### src/tvz_sqrt_pipe.sv
// ----------------------------------------------------------------------------
// tvz_sqrt_pipe: pipelined integer square root
// Digit-by-digit, one root bit per stage; o_root = floor(sqrt(i_rad)).
// ----------------------------------------------------------------------------
`default_nettype none

module tvz_sqrt_pipe #(
    parameter int ROOT_W = 32
) (
    input  logic                  i_clk,
    input  logic                  i_en,
    input  logic [2*ROOT_W-1:0]   i_rad,
    output logic [ROOT_W-1:0]     o_root
);

    localparam int X_W   = 2 * ROOT_W;
    localparam int REM_W = ROOT_W + 2;

    logic [X_W-1:0]    r_x    [ROOT_W-1];
    logic [REM_W-1:0]  r_rem  [ROOT_W-1];
    logic [ROOT_W-1:0] r_root [ROOT_W];

    for (genvar k = 0; k < ROOT_W; k++) begin : g_stage
        logic [X_W-1:0]    w_x;
        logic [REM_W-1:0]  w_rem;
        logic [ROOT_W-1:0] w_root;
        logic [REM_W+1:0]  w_cur;
        logic [REM_W+1:0]  w_trial;
        logic [REM_W+1:0]  w_dif;
        logic              w_ge;

        if (k == 0) begin : g_first
            assign w_x    = i_rad;
            assign w_rem  = '0;
            assign w_root = '0;
        end else begin : g_next
            assign w_x    = r_x[k-1];
            assign w_rem  = r_rem[k-1];
            assign w_root = r_root[k-1];
        end

        assign w_cur   = {w_rem, w_x[X_W-1:X_W-2]};
        assign w_trial = {2'b00, w_root, 2'b01};
        assign w_dif   = w_cur - w_trial;
        assign w_ge    = (w_cur >= w_trial);

        always_ff @(posedge i_clk) begin
            if (i_en) begin
                r_root[k] <= {w_root[ROOT_W-2:0], w_ge};
            end
        end

        if (k < ROOT_W - 1) begin : g_carry
            always_ff @(posedge i_clk) begin
                if (i_en) begin
                    r_x[k]   <= {w_x[X_W-3:0], 2'b00};
                    r_rem[k] <= w_ge ? w_dif[REM_W-1:0] : w_cur[REM_W-1:0];
                end
            end
        end
    end

    assign o_root = r_root[ROOT_W-1];

endmodule

`default_nettype wire

### config.mk
export PLATFORM = sky130hd
export DESIGN_NAME = tvz_sqrt_pipe
export DESIGN_NICKNAME = d
export VERILOG_FILES = /design/src/tvz_sqrt_pipe.sv
export SDC_FILE = /design/constraint.sdc
export NUM_CORES = 2
export LEC_CHECK = 0
export ABC_CLOCK_PERIOD_IN_PS = 9100
export BUFFER_PORTS_ARGS = -buffer_cell sky130_fd_sc_hd__clkbuf_2
export CAP_MARGIN = 20
export CORE_ASPECT_RATIO = 0.8
export CORE_UTILIZATION = 47
export CTS_CLUSTER_DIAMETER = 200
export DETAILED_ROUTE_END_ITERATION = 8
export HOLD_SLACK_MARGIN = 0.1
export PLACE_DENSITY = 0.59
export SYNTH_ARGS = -nofsm -noshare
export SYNTH_HDL_FRONTEND = slang
export SYNTH_SLANG_ARGS = --single-unit
### constraint.sdc
create_clock -name i_clk -period 9.1 [get_ports i_clk]
set_input_delay 0.455 -clock i_clk [delete_from_list [all_inputs] [get_ports i_clk]]
set_output_delay 0.455 -clock i_clk [all_outputs]
set_load 0.01 [all_outputs]
==> Word-level counts from Yosys, hierarchy flattened <==
Memory sizes are Yosys's and may differ from the RTL's.
Cells that the tools add are included.
{ "classes": {"add_sub_neg": 31, "mux": 33, "magnitude_cmp": 32} }
{ "op_table": {"columns": ["op", "count"], "rows": [
  ["$ge A36 B34 Y1", 31],
  ["$mux W34", 31],
  ["$sub A34 B34 Y34", 30],
  ["$sub A2 B1 Y3 const B", 1],
  ["$ge A2 B1 Y1 const B", 1],
  ["$mux W1", 2]
]} }
{ "totals": {"ramBits": 4000, "elab_cells": 99, "input_bits": 66, "output_inout_bits": 32, "mem_count": 3, "register_bits": 0} }
{ "memory_table": {"columns": ["name", "depth", "width", "read_ports", "rd_ports_with_merged_regs", "write_ports", "line_no", "source"], "rows": [
  ["r_x", 31, 62, 31, 0, 31, "19", "logic [X_W-1:0] r_x [ROOT_W-1];"],
  ["r_rem", 31, 34, 31, 0, 31, "20", "logic [REM_W-1:0] r_rem [ROOT_W-1];"],
  ["r_root", 32, 32, 32, 0, 32, "21", "logic [ROOT_W-1:0] r_root [ROOT_W];"]
]} }

==> Logic depth before layout (Yosys ltp) <==
An unclocked memory read counts as a cell.
{ "depth": {"word_depth": 3, "depth_mapped": 15, "ltp_nobuf": 12} }

==> Worst setup path after synthesis <==
OpenSTA, ideal clock, no wires.
{ "synth_timing": {"path_kind": "register to register", "start": "mem r_rem[3][10] in the netlist's numbering", "end": "mem r_rem[3][59] in the netlist's numbering (data pin)", "setup_ps": 258, "arrival_ps": 3305, "slack_ps": 5538, "n_path_buf": 2, "synth_period_minus_slack_ps": 3562, "required_time_ps": 8842, "path_stages_with_launch": 12, "cell_sequence": "edfxtp_1 -> or4_4 -> or4_1 -> buf_2 -> or4_4 -> nor3_4 -> nand4_1 -> a2111oi_4 -> nor4_2 -> buf_6 -> nand3_1 -> xnor2_1"} }
{ "synth_rtl": {"columns": ["element", "line_no"], "rows": [
  ["from (decl)", "20"]
]} }

==> flow_metrics.py <==
metrics = {
    "yosys": {
        "ys_top_cells_by_area": "edfxtp_1 (64%), ha_1 (6.0%), xnor2_1 (3.4%)",
        "yosysMostFrequentCell": "edfxtp_1",
        "synthTopCellsByCount": "edfxtp_1 (2,523), inv_1 (708), nand2_1 (608), a21oi_1 (573), ha_1 (562)",
        "ys_types": 85,
        "yosysTopAreaCell": "edfxtp_1",
        "synthArstFlopShare": 0,
        "ys_seq_area_frac": 0.645,
        "ys_warn_count": 0,
        "ys_ff_latch": 2523,
        "synth.cell_area_um2": 118000,
        "synth_top_area_frac": 0.645,
        "syn_nets": 9711,
        "synthCells": 9083,
        "syn_avg_cell_area_um2": 12.9,
        "synth_edf_count": 2523,
        "synth_ff_type": "edfxtp_1",
    },
    "drt": {
        "vias": 71500,
        "ant_nets": 0,
        "drt_iter0_markers": 6843,
        "wirelength_mm": 263,
        "drc": 0,
        "wire_per_inst_um": 20.4,
        "drtPass1Iterations": 7,
        "via_per_inst": 5.55,
    },
    "finish": {
        "fin_nets": 10000,
        "drive_above_1_share": 0.0751,
        "layout.cells.non_filler": 12900,
        "syn_to_final_growth_pct": 12.0,
    },
    "critical_path": {
        "cp.arrival_ps": 5500,
        "path_class": "register to register",
        "crit_fanout": 46,
        "cp-end-kind": "register",
        "required_ps": 9700,
        "crit_path_start_kind": "register",
    },
    "placed_design": {
        "place_congestion": 0.937,
        "numPortBuffers": 97,
        "place_inst": 12300,
        "hpwlAfterDp_mm": 190,
    },
    "sta": {
        "rsz0062_at_grt": "false",
        "maxSlewHeadroom": 0.201,
        "setup_tns_ps": 0,
        "drv_slew": 0,
        "max_clock_freq_ghz": 0.204,
        "period_needed_ps": 4910,
        "setup_violations": 0,
        "post-route-period-util": 0.539,
        "tightest_slew_ps": 1200,
        "final_hold_viol_count": 0,
        "fin_skew_ps": 59.0,
    },
    "floorplan": {
        "start_util": 0.475,
        "fp.dieW_um": 561,
        "die_h_um": 449,
        "core_um2": 248000,
        "die-area_um2": 252000,
        "io_pins": 98,
        "row_count": 163,
    },
    "pwr": {
        "p_seq_frac": 0.468,
        "netSwitchingPower_mw": 9.64,
        "swShare": 0.287,
        "power.density_nw_per_um2": 255,
        "power_frac_comb": 0.203,
        "vdd_drop_max_mv": 0.227,
        "pwr-share-clk": 0.329,
        "leakage_nw": 49.9,
        "power.internal_mw": 23.9,
    },
    "clock_network": {
        "htree_levels": 5,
        "clk_pin_slew_ps": 60,
        "postCtsSetupRepairBufs": 0,
        "cts_tree": "yes",
        "cts_buffers": 273,
        "clockBufferDepth": 4,
        "cts_sinks": 2523,
        "cts_root_buffer": "clkbuf_16",
        "insertion_delay_ps": 880,
    },
    "grt": {
        "grt_max_degree": 180,
        "track_usage": 0.205,
        "antenna_found_initial": 11,
        "grt_overflow": 0,
        "grt_pass1_vias": 68100,
        "grt_pass1_wl_mm": 403,
    },
    "hold_path": {
        "hold_path.class": "primary input to register",
    },
    "flow_run": {
        "maxCapViolCount": 0,
    },
    "run_status": {
        "status": "completed",
    },
}
==> metrics by stage <==
step | hold slack [ps] | setup WS, ps | instance area (um^2) | util | total power, mW
after floorplan | 400 | 5540 | 118000 | - | 20.3
after global placement | 400 | 4490 | 122000 | 0.493 | 22.5
after detailed placement | 405 | 4390 | 122000 | 0.493 | 22.6
after CTS | 216 | 4320 | 132000 | 0.531 | 33.8
after global routing | 233 | 3930 | 132000 | 0.532 | 35.2
final | 264 | 4190 | 132000 | 0.532 | 33.6
==> sequential cells by signal (all words and copies together), names as in the netlist <==
name,count
r_rem,1003
r_root,528
r_x,992
==> power by group through the flow <==
stage | sequential (mW) | clock (mW) | combinational, mW
6_report | 15.7 | 11.0 | 6.83
2_1_floorplan | 15.4 | 0 | 4.86
3_3_place_gp | 15.9 | 0 | 6.57
5_1_grt | 15.8 | 11.8 | 7.52
4_1_cts | 15.7 | 11.4 | 6.73
3_5_place_dp | 15.9 | 0 | 6.64
==> kinds of logic after synthesis <==
kind of cell             after synthesis  share of synthesized area
XOR/XNOR                             841                     0.0627
AND/OR/NAND/NOR                     2337                     0.0989
other                                  1                  0.0000319
adder cells (fa/ha/maj)              562                     0.0598
multiplexers                          90                    0.00855
AO/OA/AOI/OAI                       1832                     0.0967
buffers and inverters                897                     0.0288
flip-flops                          2523                      0.645
==> final cells by class <==
| class | count | area [um^2] |
|---|---|---|
| fill | 20800 | 116000 |
| sequential | 2523 | 75800 |
| multi-input combinational | 5663 | 38500 |
| clock buffer | 316 | 7080 |
| tap | 3300 | 4130 |
| inverter | 709 | 2660 |
| clock inverter | 163 | 1760 |
| timing repair buffer | 212 | 1720 |
| antenna | 2 | 5.00 |
==> path summary, 6_finish.rpt <==
| kind | startpoint | to | cells after the start | slack [ps] |
|---|---|---|---|---|
| worst max-delay path | r_rem[10][0] | r_rem[10][61] | 11 | 4190 |
| worst min-delay path | i_rad[61] | r_x[0][61] | 2 | 260 |
| worst max register to register | r_rem[10][0] | r_rem[10][61] | 11 | 4190 |
| worst min register to register | r_x[2][28] | r_x[2][92] | 0 | 400 |
==> worst max-delay path, stage by stage (launching register included) <==
cell and delay (ps):
edfxtp_1 390, ha_1 370, nor2b_1 170, o31a_1 280, o31ai_1 590, nand2_1 250, a211oi_1 820, o21ba_2 850
inv_1 210, o211ai_1 380, nor3b_1 140, xor2_1 170
==> metal layers <==
| layer | up-vias | global-route usage | wire length (um) |
|---|---|---|---|
| li1 | 34300 | - | - |
| met1 | 34700 | 0.317 | 129000 |
| met3 | 406 | 0.0499 | 20400 |
| met4 | 8 | 0.0559 | 6420 |
| met2 | 2041 | 0.286 | 107000 |
| met5 | - | 0.00398 | 194 |
==> timing repair <==
action | 4_1_cts | 5_1_grt
endpoints found under the hold margin | 92 | 0
setup endpoints to repair | 0 | 0
gates resized for setup | 0 | 0
hold buffers | 66 | 0
==> layout by cell type, fill, tap and decap left out, types with 54 or more instances in the layout <==
cell | synthesis | layout
a21o_1 | 230 | 230
a21oi_1 | 573 | 570
clkbuf_16 | 0 | 277
clkbuf_2 | 0 | 97
clkinv_2 | 0 | 54
dlygate4sd3_1 | 0 | 66
edfxtp_1 | 2523 | 2523
ha_1 | 562 | 562
inv_1 | 708 | 708
mux2_2 | 83 | 83
nand2_1 | 608 | 608
nand2b_1 | 119 | 119
nand3_1 | 161 | 161
nand4_1 | 112 | 112
nor2_1 | 536 | 535
nor2b_1 | 71 | 71
nor3_1 | 215 | 214
nor4_1 | 109 | 109
o21a_1 | 106 | 106
o21ai_0 | 472 | 472
or3_1 | 105 | 105
or4_1 | 79 | 79
xnor2_1 | 453 | 453
xor2_1 | 388 | 388
Note: power is estimated with default switching activity, not from simulation.
